**src/rtl/float_to_decimal_text_macros.svh**
```systemverilog
// Assertion macros for the float-to-decimal text formatter.
// Used by rtl/fdt_ctrl.sv; expects signals clk and rst in scope.
`ifndef FLOAT_TO_DECIMAL_TEXT_MACROS_SVH
`define FLOAT_TO_DECIMAL_TEXT_MACROS_SVH
`ifndef NO_ASSERTIONS
`define FDT_ASSERT_IMPL(name, ante, cons) \
  name: assert property (@(posedge clk) disable iff (rst) (ante) |-> (cons)) \
    else $error("fdt same-cycle check failed");
`define FDT_ASSERT_NEXT(name, ante, cons) \
  name: assert property (@(posedge clk) disable iff (rst) (ante) |=> (cons)) \
    else $error("fdt next-cycle check failed");
`else
`define FDT_ASSERT_IMPL(name, ante, cons)
`define FDT_ASSERT_NEXT(name, ante, cons)
`endif
`endif

```
**src/rtl/fdt_pkg.sv**
```systemverilog
// Shared types and constants of the float-to-decimal text formatter.
// No dependencies; imported by fdt_ctrl, fdt_dp and float_to_decimal_text.
package fdt_pkg;

  localparam int MAX_PRECISION = 6;
  localparam int MULT_W        = 20;   // holds 10^MAX_PRECISION
  localparam int W_W           = 46;   // rounding work register
  localparam int INT_DIGITS    = 10;

  localparam logic [6:0] CHAR_MINUS = 7'h2D;
  localparam logic [6:0] CHAR_DOT   = 7'h2E;

  typedef enum logic [2:0] {
    SEL_NONE,
    SEL_SIGN,
    SEL_INT,
    SEL_DOT,
    SEL_FRAC
  } emit_sel_t;

  typedef struct packed {
    logic      load;
    logic      mul;
    logic      norm_step;
    logic      add_half;
    logic      take_frac;
    logic      carry;
    logic      int_start;
    logic      int_step;
    logic      frac_start;
    logic      frac_step;
    logic      load_out;
    emit_sel_t sel;
    logic      last;
  } cmd_t;

  typedef struct packed {
    logic       fzero;
    logic       norm_done;
    logic       q_zero;
    logic       frac_done;
    logic       neg;
    logic [3:0] nint;
    logic [4:0] len;
    logic [4:0] emit_max;
  } sts_t;

  function automatic logic [MULT_W-1:0] pow10(input logic [2:0] p);
    logic [MULT_W-1:0] m;
    unique case (p)
      3'd0:    m = 20'd1;
      3'd1:    m = 20'd10;
      3'd2:    m = 20'd100;
      3'd3:    m = 20'd1000;
      3'd4:    m = 20'd10000;
      3'd5:    m = 20'd100000;
      default: m = 20'd1000000;
    endcase
    return m;
  endfunction

endpackage

```
**src/rtl/fdt_ctrl.sv**
```systemverilog
// Controller state machine of the formatter: sequences rounding, digits and emission.
// Depends on fdt_pkg and float_to_decimal_text_macros.svh; drives fdt_dp.
`include "float_to_decimal_text_macros.svh"
module fdt_ctrl import fdt_pkg::*; (
  input  logic clk,
  input  logic rst,
  input  logic s_valid,
  output logic s_ready,
  output logic m_valid,
  input  logic m_ready,
  input  sts_t sts,
  output cmd_t cmd
);

  typedef enum logic [9:0] {
    S_IDLE   = 10'b00_0000_0001,
    S_CHECK  = 10'b00_0000_0010,
    S_NORM1  = 10'b00_0000_0100,
    S_NORM2  = 10'b00_0000_1000,
    S_CARRY  = 10'b00_0001_0000,
    S_ISTART = 10'b00_0010_0000,
    S_IDIG   = 10'b00_0100_0000,
    S_FSTART = 10'b00_1000_0000,
    S_FDIG   = 10'b01_0000_0000,
    S_EMIT   = 10'b10_0000_0000
  } state_t;

  state_t     state, state_next;
  logic [4:0] pos, pos_next;
  logic       ovalid, ovalid_next;
  logic [4:0] emit_n;
  logic [4:0] j;
  logic       is_last;
  emit_sel_t  sel;

  assign s_ready = (state == S_IDLE);
  assign m_valid = ovalid;

  always_comb begin
    emit_n  = (sts.emit_max < sts.len) ? sts.emit_max : sts.len;
    j       = pos - 5'(sts.neg);
    is_last = (emit_n == 5'd0) || (pos + 5'd1 == emit_n);
    if (emit_n == 5'd0)               sel = SEL_NONE;
    else if (sts.neg && pos == 5'd0)  sel = SEL_SIGN;
    else if (j < 5'(sts.nint))        sel = SEL_INT;
    else if (j == 5'(sts.nint))       sel = SEL_DOT;
    else                              sel = SEL_FRAC;
  end

  always_comb begin
    state_next = state;
    pos_next   = pos;
    cmd        = '0;
    cmd.sel    = sel;
    cmd.last   = is_last;
    unique case (state)
      S_IDLE: begin
        if (s_valid) begin
          cmd.load   = 1'b1;
          state_next = S_CHECK;
        end
      end
      S_CHECK: begin
        if (sts.fzero) begin
          state_next = S_ISTART;
        end else begin
          cmd.mul    = 1'b1;
          state_next = S_NORM1;
        end
      end
      S_NORM1: begin
        if (sts.norm_done) begin
          cmd.add_half = 1'b1;
          state_next   = S_NORM2;
        end else begin
          cmd.norm_step = 1'b1;
        end
      end
      S_NORM2: begin
        if (sts.norm_done) begin
          cmd.take_frac = 1'b1;
          state_next    = S_CARRY;
        end else begin
          cmd.norm_step = 1'b1;
        end
      end
      S_CARRY: begin
        cmd.carry  = 1'b1;
        state_next = S_ISTART;
      end
      S_ISTART: begin
        cmd.int_start = 1'b1;
        state_next    = S_IDIG;
      end
      S_IDIG: begin
        cmd.int_step = 1'b1;
        if (sts.q_zero) state_next = S_FSTART;
      end
      S_FSTART: begin
        cmd.frac_start = 1'b1;
        pos_next       = 5'd0;
        state_next     = S_FDIG;
      end
      S_FDIG: begin
        if (sts.frac_done) state_next = S_EMIT;
        else               cmd.frac_step = 1'b1;
      end
      S_EMIT: begin
        if (!ovalid || m_ready) begin
          cmd.load_out = 1'b1;
          pos_next     = pos + 5'd1;
          if (is_last) state_next = S_IDLE;
        end
      end
      default: state_next = S_IDLE;
    endcase
  end

  always_comb begin
    ovalid_next = ovalid;
    if (cmd.load_out)  ovalid_next = 1'b1;
    else if (m_ready)  ovalid_next = 1'b0;
  end

  always_ff @(posedge clk) begin
    if (rst) begin
      state  <= S_IDLE;
      ovalid <= 1'b0;
      pos    <= '0;
    end else begin
      state  <= state_next;
      ovalid <= ovalid_next;
      pos    <= pos_next;
    end
  end

  `FDT_ASSERT_NEXT(a_last_returns_idle, cmd.load_out && cmd.last, state == S_IDLE)
  `FDT_ASSERT_IMPL(a_pos_in_range, state == S_EMIT && emit_n != 5'd0, pos < emit_n)
  `FDT_ASSERT_IMPL(a_int_digits, state == S_EMIT, sts.nint != 4'd0 && sts.nint <= 4'd10)

endmodule

```
**config.mk**
```make
export PLATFORM = sky130hd
export DESIGN_NAME = fdt_ctrl
export DESIGN_NICKNAME = d
export VERILOG_FILES = /design/src/rtl/fdt_pkg.sv /design/src/rtl/fdt_ctrl.sv
export VERILOG_INCLUDE_DIRS = /design/src /design/src/rtl
export SDC_FILE = /design/constraint.sdc
export NUM_CORES = 1
export LEC_CHECK = 0
export BUFFER_PORTS_ARGS = -buffer_cell sky130_fd_sc_hd__buf_2
export CAP_MARGIN = 10
export CORE_UTILIZATION = 47
export CTS_CLUSTER_DIAMETER = 50
export DETAILED_ROUTE_END_ITERATION = 7
export GPL_TIMING_DRIVEN = 0
export HOLD_SLACK_MARGIN = 0.02
export PLACE_DENSITY_LB_ADDON = 0.15
export RECOVER_POWER = 100
export SLEW_MARGIN = 10
export SYNTH_ARGS = -nofsm -noshare
export SYNTH_HDL_FRONTEND = slang
export SYNTH_SLANG_ARGS = --single-unit
```
**constraint.sdc**
```tcl
create_clock -name clk -period 2.9 [get_ports clk]
set_input_delay 0.58 -clock clk [delete_from_list [all_inputs] [get_ports clk]]
set_output_delay 0.58 -clock clk [all_outputs]
set_load 0.01 [all_outputs]
```
==> results.py <==
metrics = {
    "timing": {
        "period_needed_ns": 2.87,
        "fin_worst_skew_ns": 0.00713,
        "slew_headroom": 0.717,
        "maxSlewViolCount": 0,
        "max_slew.worst_pin.slew_ns": 0.425,
        "setup_viol": 0,
        "rsz0062_at_grt": "true",
        "finalCritPeriodShare": 0.989,
        "hold_viol": 0,
        "fmax_mhz": 349,
    },
    "place": {
        "gp_congestion": 0.765,
        "port_buffers": 39,
        "dp.cells": 283,
        "place_hpwl_mm": 2.60,
        "detailed_place.area_mm2": 0.00175,
    },
    "critical_path": {
        "worstSetupPathType": "in -> out",
        "cp-start-kind": "primary input",
        "worstPathArrival_ns": 2.29,
        "required_ns": 2.32,
        "cp_max_fo": 3,
        "end_kind": "primary output",
    },
    "clock_network": {
        "holdBufCountCts": 0,
        "clk_latency_ns": 0.29,
        "cts.sinks": 16,
        "htree_levels": 1,
        "cts_root_buf": "clkbuf_4",
        "cts.path.max_buffers": 2,
        "clk_pin_slew_ns": 0.09,
        "cts_tree": "done",
        "numCtsBuffers": 3,
    },
    "global_route": {
        "grt_usage": 0.244,
        "grt_pass1_wl_mm": 6.49,
        "grt_max_degree": 11,
        "grt_pass1_vias": 1583,
        "grt-ovfl-total": 0,
        "antenna_found_initial": 0,
    },
    "pwr": {
        "peakVddDrop_mv": 0.243,
        "powerDensity_mw_per_mm2": 329,
        "p_leak_nw": 0.853,
    },
    "floorplan": {
        "placementRows": 20,
        "die-area_mm2": 0.00342,
        "io_pins": 40,
        "die_w_um": 58.5,
        "core_mm2": 0.00305,
        "initial_utilization": 0.492,
        "die_y_um": 58.5,
    },
    "logic_synthesis": {
        "syn_nets": 235,
        "synth.avg_cell_area_um2": 7.51,
        "ys_warn_count": 0,
        "seq_area_frac_synth": 0.213,
        "synthCells": 200,
        "synth_cell_type_count": 49,
        "syn_area_mm2": 0.00150,
        "synth_seq_cells": 16,
    },
    "detailed_routing": {
        "dr.pass1.iters": 4,
        "antenna_left": 0,
        "viasPerCell": 5.42,
        "drc": 0,
        "vias": 1622,
        "drt_wl_total_mm": 4.00,
        "drtIter0Drc": 75,
        "routedWlPerCell_um": 13.4,
    },
    "outcome": {
        "status": "complete, no violations",
    },
    "run": {
        "maxCapViolations": 0,
    },
    "final_layout": {
        "register_area_um2": 323,
        "n_antenna_cell": 0,
        "design_area_mm2": 0.00205,
        "multi_input_area_mm2": 0.00124,
        "drive_above_1_share": 0.314,
        "nets": 291,
        "n_fill_cell": 299,
        "syn_to_final_growth_pct": 36.7,
        "stdcell_count": 299,
    },
    "hold_path": {
        "hold_path_class": "reg -> reg",
    },
}
## per-stage QoR
stage,setup WS (ns),utilization,setup TNS (ns),hold WS [ns],power [mW]
after floorplan,0.0134,-,0,0.490,0.405
after global placement,-0.253,0.574,-0.796,0.510,0.466
after detailed placement,-0.260,0.574,-0.805,0.526,0.466
after CTS,0.00279,0.668,0,0.540,0.673
after global routing,-0.0906,0.672,-0.300,0.536,0.717
final,0.0328,0.672,0,0.517,0.675
## timing repair
action                     CTS  global route
pin swaps                   20            12
setup buffers                9             4
setup endpoints to repair    4             4
resized for setup           39             7
## layout make-up
class / instances / area share
tap: 44 / 0.0268
buffer: 5 / 0.0110
clock buffer: 4 / 0.0177
sequential: 16 / 0.157
timing repair buffer: 52 / 0.148
inverter: 17 / 0.0348
multi-input combinational: 161 / 0.604
## placed cells by master, fill, tap and decap left out, drive strengths merged, types with 4 or more instances in the layout
cell,instances
o21ai,5
buf,40
xor2,6
nand4,4
nor2,27
nand3,8
nand2,14
mux2i,5
ha,12
dfxtp,16
nand3b,4
o21a,4
inv,17
xnor2,8
a21oi,15
clkbuf,21
nor3,15
## metal layers
| layer | global-route usage | vias to the layer above | routed length (um) |
|---|---|---|---|
| met4 | 0.129 | 0 | 58 |
| met1 | 0.277 | 750 | 1730 |
| met5 | 0 | - | 0 |
| met2 | 0.450 | 39 | 2110 |
| met3 | 0.0220 | 8 | 96 |
| li1 | - | 825 | - |
## cell usage after synthesis, drive strengths merged
| cell type | n | area share |
|---|---|---|
| nor2 | 27 | 0.073 |
| inv | 17 | 0.042 |
| dfxtp | 16 | 0.21 |
| a21oi | 15 | 0.055 |
| nor3 | 15 | 0.053 |
| nand2 | 14 | 0.035 |
| ha | 12 | 0.10 |
| nand3 | 8 | 0.027 |
| xnor2 | 8 | 0.047 |
| xor2 | 6 | 0.035 |
| mux2i | 5 | 0.033 |
| o21ai | 5 | 0.017 |
| nand3b | 4 | 0.020 |
| nand4 | 4 | 0.017 |
| o21a | 4 | 0.026 |
| buf | 3 | 0.013 |
| clkbuf | 3 | 0.0075 |
| nand2b | 3 | 0.013 |
| nor2b | 3 | 0.013 |
| a211oi | 2 | 0.010 |
| a21boi | 2 | 0.010 |
| and3 | 2 | 0.0083 |
| nor3b | 2 | 0.013 |
| nor4 | 2 | 0.013 |
| o2111ai | 2 | 0.012 |
| o311ai | 2 | 0.012 |
| a21o | 1 | 0.0050 |
| a31oi | 1 | 0.0042 |
| a41o | 1 | 0.0075 |
| and2 | 1 | 0.0042 |
| and4 | 1 | 0.0058 |
| and4b | 1 | 0.0067 |
| nand4b | 1 | 0.0058 |
| o211ai | 1 | 0.014 |
| o21ba | 1 | 0.0067 |
| o221ai | 1 | 0.0058 |
| o31ai | 1 | 0.0050 |
| or2 | 1 | 0.0042 |
| or3 | 1 | 0.0042 |
| or4 | 1 | 0.0050 |
## path summary, 6_finish.rpt
check | startpoint | endpoint | slack, ns | cells after the start
hold reg to reg | pos[1] | pos[1] | 0.52 | 2
setup / recovery | sts[14] | cmd[1] | 0.03 | 13
hold / removal | pos[1] | pos[1] | 0.52 | 2
setup reg to reg | pos[0] | state[4] | 0.54 | 12
## registers in the layout, summed over array words and instances (netlist names)
name / flops
pos: 5
m_valid: 1
state: 10
## power by group
part           total, mW  internal [mW]  leakage (nW)  switching (mW)
clock              0.150         0.0764        0.0210          0.0738
combinational      0.286          0.133         0.701           0.153
sequential         0.239          0.227         0.130          0.0117
## worst max-delay path, stage by stage
cell and delay, ns:
buf_6 0.10, ha_4 0.16, ha_4 0.25, inv_2 0.03
ha_4 0.20, nor2b_4 0.12, o21ai_2 0.11, nand2b_1 0.08
a211oi_2 0.28, nor3_1 0.07, nor2_1 0.09, nor2_1 0.04
buf_2 0.14
## kinds of logic after synthesis
family / Yosys count / synth area share
and+or+nand+nor: 91 / 0.319
AOI/OAI and AO/OA: 39 / 0.189
buffers and inverters: 23 / 0.0633
DFF: 16 / 0.213
xor gates and xnor gates: 14 / 0.0817
adders and majority gates: 12 / 0.100
muxes: 5 / 0.0333
Note: power is estimated with default switching activity, not from simulation.
